==> src/rtl/bbc_pkg.sv <==
// ----------------------------------------------------------------------------
// bbc_pkg
// shared constants, types and bracket decode for the bracket balance checker
// ----------------------------------------------------------------------------
package bbc_pkg;

	localparam int STACK_DEPTH = 128;
	localparam int FILL_W      = $clog2(STACK_DEPTH + 1);

	localparam logic [1:0] KIND_NONE = 2'd3;

	localparam logic [2:0] VERDICT_PENDING    = 3'd0;
	localparam logic [2:0] VERDICT_BALANCED   = 3'd1;
	localparam logic [2:0] VERDICT_MORE_RIGHT = 3'd2;
	localparam logic [2:0] VERDICT_MISMATCH   = 3'd3;
	localparam logic [2:0] VERDICT_MORE_LEFT  = 3'd4;
	localparam logic [2:0] VERDICT_OVERFLOW   = 3'd5;

	localparam logic [7:0] CHAR_OPEN_PAREN   = 8'h28;
	localparam logic [7:0] CHAR_OPEN_SQUARE  = 8'h5b;
	localparam logic [7:0] CHAR_OPEN_CURLY   = 8'h7b;
	localparam logic [7:0] CHAR_CLOSE_PAREN  = 8'h29;
	localparam logic [7:0] CHAR_CLOSE_SQUARE = 8'h5d;
	localparam logic [7:0] CHAR_CLOSE_CURLY  = 8'h7d;

	// shift command handed to every stack cell
	typedef struct packed {
		logic       push;
		logic       pop;
		logic [1:0] kind;
	} shift_cmd_t;

	// one result item
	typedef struct packed {
		logic [2:0] verdict;
		logic [7:0] nesting_depth;
	} result_t;

	function automatic logic [1:0] opener_kind(input logic [7:0] c);
		logic [1:0] k;
		case (c)
			CHAR_OPEN_PAREN:  k = 2'd0;
			CHAR_OPEN_SQUARE: k = 2'd1;
			CHAR_OPEN_CURLY:  k = 2'd2;
			default:          k = KIND_NONE;
		endcase
		return k;
	endfunction

	function automatic logic [1:0] closer_kind(input logic [7:0] c);
		logic [1:0] k;
		case (c)
			CHAR_CLOSE_PAREN:  k = 2'd0;
			CHAR_CLOSE_SQUARE: k = 2'd1;
			CHAR_CLOSE_CURLY:  k = 2'd2;
			default:           k = KIND_NONE;
		endcase
		return k;
	endfunction

endpackage

==> src/rtl/bbc_ctrl.sv <==
// ----------------------------------------------------------------------------
// bbc_ctrl
// bracket decode, fill count, sticky error and verdict
// ----------------------------------------------------------------------------
module bbc_ctrl (
	input  logic                clk,
	input  logic                arst_n,
	input  logic                accept,
	input  logic [7:0]          char_code,
	input  logic                last_char,
	input  logic [1:0]          top_kind,
	output bbc_pkg::shift_cmd_t cmd,
	output bbc_pkg::result_t    result
);

	logic [bbc_pkg::FILL_W-1:0] fill_q;
	logic [2:0]                 err_q;

	logic [1:0]                 ok;
	logic [1:0]                 ck;
	logic [bbc_pkg::FILL_W-1:0] fill_nx;
	logic [2:0]                 err_nx;
	logic [2:0]                 verdict_nx;
	logic                       push;
	logic                       pop;
	logic [bbc_pkg::FILL_W+7:0] depth_ext;

	assign ok = bbc_pkg::opener_kind(char_code);
	assign ck = bbc_pkg::closer_kind(char_code);

	always_comb begin
		fill_nx = fill_q;
		err_nx  = err_q;
		push    = 1'b0;
		pop     = 1'b0;
		if (err_q == bbc_pkg::VERDICT_PENDING) begin
			if (ok != bbc_pkg::KIND_NONE) begin
				if (fill_q == bbc_pkg::FILL_W'(bbc_pkg::STACK_DEPTH)) begin
					err_nx = bbc_pkg::VERDICT_OVERFLOW;
				end else begin
					push    = 1'b1;
					fill_nx = fill_q + 1'b1;
				end
			end else if (ck != bbc_pkg::KIND_NONE) begin
				if (fill_q == '0) begin
					err_nx = bbc_pkg::VERDICT_MORE_RIGHT;
				end else begin
					pop     = 1'b1;
					fill_nx = fill_q - 1'b1;
					if (top_kind != ck) begin
						err_nx = bbc_pkg::VERDICT_MISMATCH;
					end
				end
			end
		end
	end

	assign depth_ext            = {8'd0, fill_nx};
	assign result.nesting_depth = depth_ext[7:0];

	always_comb begin
		if (!last_char) begin
			verdict_nx = bbc_pkg::VERDICT_PENDING;
		end else if (err_nx != bbc_pkg::VERDICT_PENDING) begin
			verdict_nx = err_nx;
		end else if (fill_nx == '0) begin
			verdict_nx = bbc_pkg::VERDICT_BALANCED;
		end else begin
			verdict_nx = bbc_pkg::VERDICT_MORE_LEFT;
		end
	end

	assign result.verdict = verdict_nx;

	assign cmd.push = accept & push;
	assign cmd.pop  = accept & pop;
	assign cmd.kind = ok;

	// the last item of a string leaves the block clean for the next one
	always_ff @(posedge clk or negedge arst_n) begin
		if (!arst_n) begin
			fill_q <= '0;
			err_q  <= bbc_pkg::VERDICT_PENDING;
		end else if (accept) begin
			if (last_char) begin
				fill_q <= '0;
				err_q  <= bbc_pkg::VERDICT_PENDING;
			end else begin
				fill_q <= fill_nx;
				err_q  <= err_nx;
			end
		end
	end

endmodule

==> config.mk <==
export PLATFORM = sky130hd
export DESIGN_NAME = bbc_ctrl
export DESIGN_NICKNAME = d
export VERILOG_FILES = /design/src/rtl/bbc_pkg.sv /design/src/rtl/bbc_ctrl.sv
export SDC_FILE = /design/constraint.sdc
export NUM_CORES = 1
export LEC_CHECK = 0
export BUFFER_PORTS_ARGS = -buffer_cell sky130_fd_sc_hd__buf_2
export CAP_MARGIN = 15
export CORE_ASPECT_RATIO = 0.9
export CORE_UTILIZATION = 55
export CTS_BUF_LIST = sky130_fd_sc_hd__clkbuf_16
export CTS_CLUSTER_DIAMETER = 100
export DETAILED_ROUTE_END_ITERATION = 6
export PLACE_DENSITY = 0.8
export REMOVE_ABC_BUFFERS = 1
export SETUP_SLACK_MARGIN = 0.3
export SLEW_MARGIN = 20
export SYNTH_ARGS = -nofsm -noshare
export SYNTH_HDL_FRONTEND = slang
export SYNTH_SLANG_ARGS = --single-unit
==> constraint.sdc <==
create_clock -name clk -period 2.9 [get_ports clk]
set_input_delay 0.145 -clock clk [delete_from_list [all_inputs] [get_ports clk]]
set_output_delay 0.145 -clock clk [all_outputs]
set_load 0.05 [all_outputs]
# --- Word-level counts from Yosys, hierarchy flattened ---
# Cells that the tools add are included.
word_totals:
  ramBits: 0
  inputBits: 14
  word_cells: 45
  romBits: 0
  regBits: 11
  output_inout_bits: 15
  memories: 0
  latchBits: 0
classes:
  muxes: 25
  n_mul: 0
  div_mod_pow: 0
  n_reduce_logical: 4
  addsub: 2
  n_eq_ne: 10
  bitwise_logic: 2
  n_shift: 0
  n_lt_le_gt_ge: 0
ops:
  columns: ["cell", "n"]
  rows:
  - ["2-to-1 mux 8 bit", 6]
  - ["equality test 8 x 7 -> 1 bit (second input constant)", 4]
  - ["2-to-1 mux 3 bit", 10]
  - ["equality test 8 x 6 -> 1 bit (second input constant)", 2]
  - ["zero test 8 bit", 2]
  - ["one-hot mux 2 bit (3 select lines)", 2]
  - ["adder 8 x 1 -> 8 bit (second input constant)", 1]
  - ["equality test 8 bit (second input constant)", 1]
  - ["subtractor 8 x 1 -> 8 bit (second input constant)", 1]
  - ["2-to-1 mux 1 bit", 7]
  - ["!= test 2 bit (second input constant)", 2]
  - ["zero test 3 bit", 1]
  - ["nonzero test 3 bit", 1]
  - ["AND 1 bit", 2]
  - ["!= test 2 bit", 1]

# --- Depth between registers and ports, before layout ---
logic_depth:
  ltp_word: 11
  depth_mapped: 10
  ltp_nobuf: 9

# --- Least setup slack after synthesis ---
# Ideal clock, no wire load.
synth_timing:
  path_kind: "input to output"
  startpoint: "input char_code[4]"
  endpoint: "output result[10] in the netlist's numbering"
  t_arrival_ps: 3720
  required_ps: 2755
  cell_stages: 8
  slack_ps: -965
  cell_sequence: "or4b_4 > or4_4 > buf_6 > a2111oi_4 > a311oi_1 > a41oi_2 > nor4_2 > a221oi_1"
synth_lines:
  columns: ["item", "line", "source"]
  rows:
  - ["start, declared", "bbc_ctrl.sv:9", "input logic [7:0] char_code,"]
  - ["end, declared", "bbc_ctrl.sv:13", "output bbc_pkg::result_t result"]

==> reports/metrics.cfg <==
[status]
status = finished with violations
violations = design-rule violations, negative setup slack

[floorplanning]
die_h_um = 50.3
rows = 17
die_x_um = 55.6
initial_utilization = 0.582
die_area_um2 = 2800
core_area_um2 = 2450
io_pins = 29

[detailed_routing]
antenna_left = 0
wl_mm = 7.74
vias_per_cell = 8.13
wire_per_inst_um = 27.0
drt_first_pass_iters = 7
drt-initial-drc-count = 366
num_vias = 2326
drc = 9

[clocking]
cts_sinks = 11
cts-root-buf = clkbuf_16
numCtsBuffers = 3
clk_latency_ns = 0.25
clkTransAtPathRegs_ns = 0.05
clock_path_buffers = 2
cts_max_level = 1
cts_tree = built

[sta]
fin_ws_ns = -0.0468
rsz0062_at_grt = yes
final-max-slew-violation-count = 0
worst_pin_slew_ns = 0.994
fin_setup_tns_ns = -0.0612
holdWs_ns = 0.236
fin_crit_sh = 1.02
fmax_mhz = 339
finalCriticalPeriod_ns = 2.95
hold_violations = 0
setup_viol = 2
skew_ns = 0.00154
slew_headroom = 0.331

[synth]
yosysTopAreaCellShare = 0.193
synth_common_cells = nand2_1, nor2_1, inv_1
yosys.cell_count.top_type = nand2_1
netlist_instances = 191
ys_ff_latch = 11
synth_edf_count = 0
yosys.area.top_type = dfrtp_1
yosys_warnings = 0
syn_area_um2 = 1420
synth_area_leaders = dfrtp_1, nand2_1, nand4_1, a21oi_1, nor2_1
postSynthAreaPerCell_um2 = 7.45
yosysUniqueCellTypes = 55
postSynth.asyncResetShare = 1.00
synth_top_flop_cell = dfrtp_1
ys_seq_area_frac = 0.193

[cells_and_area]
num_antenna_cells = 0
nNetsFinal = 276
regArea_um2 = 278
fin_util = 0.893
multi_input_area_um2 = 1160
drive_above_1_share = 0.438
areaGrowthSynthToFinish_pct = 53.4
fin_cells = 286
n_fill_cell = 104

[critical_path]
reg2reg_from = fill_q[3]$_DFFE_PN0P_
crit_top_cell = buf_4
critPathTopFamily = simple AND/OR/NAND/NOR gates
worstPathMaxFanout = 14
critPathKind = flop to primary output
crit_path_start_kind = flop
worstPathArrival_ns = 2.80
slowest_stage = or3_4
rr_worst_depth = 13
crit_buf_inv = 3
worstSetupEndpointType = primary output
path_cells = or3_4, buf_4, nor3_4, o21ai_2, a41oi_2, nor4_2, buf_4, a221oi_2, buf_6
r2r_end = fill_q[5]$_DFFE_PN0P_
critPathMaxStageDelay_ns = 0.42
required_ns = 2.76
reg2reg_slack_ns = 0.54

[global_routing]
grt_pass1_wl_mm = 10.2
grt_pass1_vias = 2092
grt_max_degree = 16
antenna_found_initial = 1
grt.total_usage = 0.479
overflow = 0

[power]
power.density_nw_per_um2 = 369
ir_worst_vdd_v = 0.000546
leakagePower_nw = 0.970

[min_path]
hp-class = input port to flop
hold_start = last_char
whs_path_depth = 4
hold_end = err_q[1]$_DFFE_PN0P_

[placement]
numPortBuffers = 28
dp_cells = 270
hpwl_mm = 3.96
finalWeightedCongestion = 0.984

[run]
maxCapViolCount = 0

-- area by class of cell --
| class | count | area share |
|---|---|---|
| multi-input cells | 153 | 0.533 |
| flip-flops and latches | 11 | 0.127 |
| well taps | 28 | 0.0160 |
| repair buffers | 75 | 0.262 |
| clock buffers | 3 | 0.0344 |
| inverters | 15 | 0.0258 |
| clock inverters | 1 | 0.00172 |
-- worst max-delay path by stage --
stage	cells after the start	startpoint	endpoint	slack, ns
final	9	err_q[0]$_DFFE_PN0P_	result[10]	-0.05
after global routing	11	fill_q[3]$_DFFE_PN0P_	result[8]	-0.14
after CTS	10	char_code[4]	result[10]	0.14
after detailed placement	9	char_code[4]	result[8]	0.03
after global placement	8	err_q[0]$_DFFE_PN0P_	result[10]	0.08
after floorplan	7	err_q[0]$_DFFE_PN0P_	result[10]	-0.99
-- tightest hold or removal path, stage by stage --
cell and delay (ns):
buf_2 0.12, nand2_1 0.07, o21ai_0 0.07, nor2_1 0.04
-- layout by cell type, fill, tap and decap left out, types with 2 or more instances in the layout --
master,count
clkbuf_4,2
o2111ai_1,2
nor2_1,15
buf_2,20
nor4_1,3
clkbuf_16,3
dfrtp_1,9
nor4_4,2
nor3_1,2
or4_1,2
inv_1,15
dfrtp_2,2
nand2_1,16
nand3_1,7
a21oi_1,10
a311oi_2,3
nand4_1,10
o21a_1,2
o211ai_1,3
buf_4,38
o22ai_1,5
nor2b_1,2
and3_1,5
buf_6,13
o2bb2ai_1,4
nand2_2,3
a31oi_1,4
o21ai_0,10
a211o_1,2
-- state kept, by name, summed over array words and instances (netlist names) --
signal / flops
fill_q: 8
err_q: 3
-- metal layers --
metal  wire (um)  GRT usage  part of all wire
met1        2490      0.558              0.32
met2        3130      0.737              0.40
met3        1280      0.178              0.17
met4         835      0.325              0.11
met5           0          0                 0
-- cells by family (layout without fill, tap and decap cells) --
group                    count (synthesis)  after routing  synth area share
AND/OR/NAND/NOR                         83             83             0.350
AO/OA/AOI/OAI                           65             65             0.340
buffers and inverters                   27             94            0.0773
flip-flops                              11             11             0.193
adder cells (fa/ha/maj)                  3              3            0.0264
XOR/XNOR                                 1              1           0.00615
multiplexers                             1              1           0.00703
-- timing repair --
action / 4_1_cts / 5_1_grt
setup endpoints to repair: 4 / 9
gates resized for setup: 15 / 40
endpoints found under the hold margin: 11 / 0
pin swaps: 5 / 17
buffers inserted: 6 / 5
hold buffers: 1 / 0
-- report_power, final --
group / internal, mW / leakage, nW / switching [mW]
Combinational: 0.141 / 0.778 / 0.237
Clock: 0.182 / 0.0423 / 0.0831
Sequential: 0.158 / 0.150 / 0.00434
Total: 0.482 / 0.970 / 0.324
-- metrics by stage --
step,power (mW),setup slack (ns),area (um2)
2_1_floorplan,0.342,-0.988,1370
3_3_place_gp,0.439,0.0818,1810
3_5_place_dp,0.445,0.0336,1810
4_1_cts,0.724,0.138,2010
5_1_grt,0.821,-0.144,2180
6_report,0.806,-0.0468,2180
(Power assumes the default switching activity.)
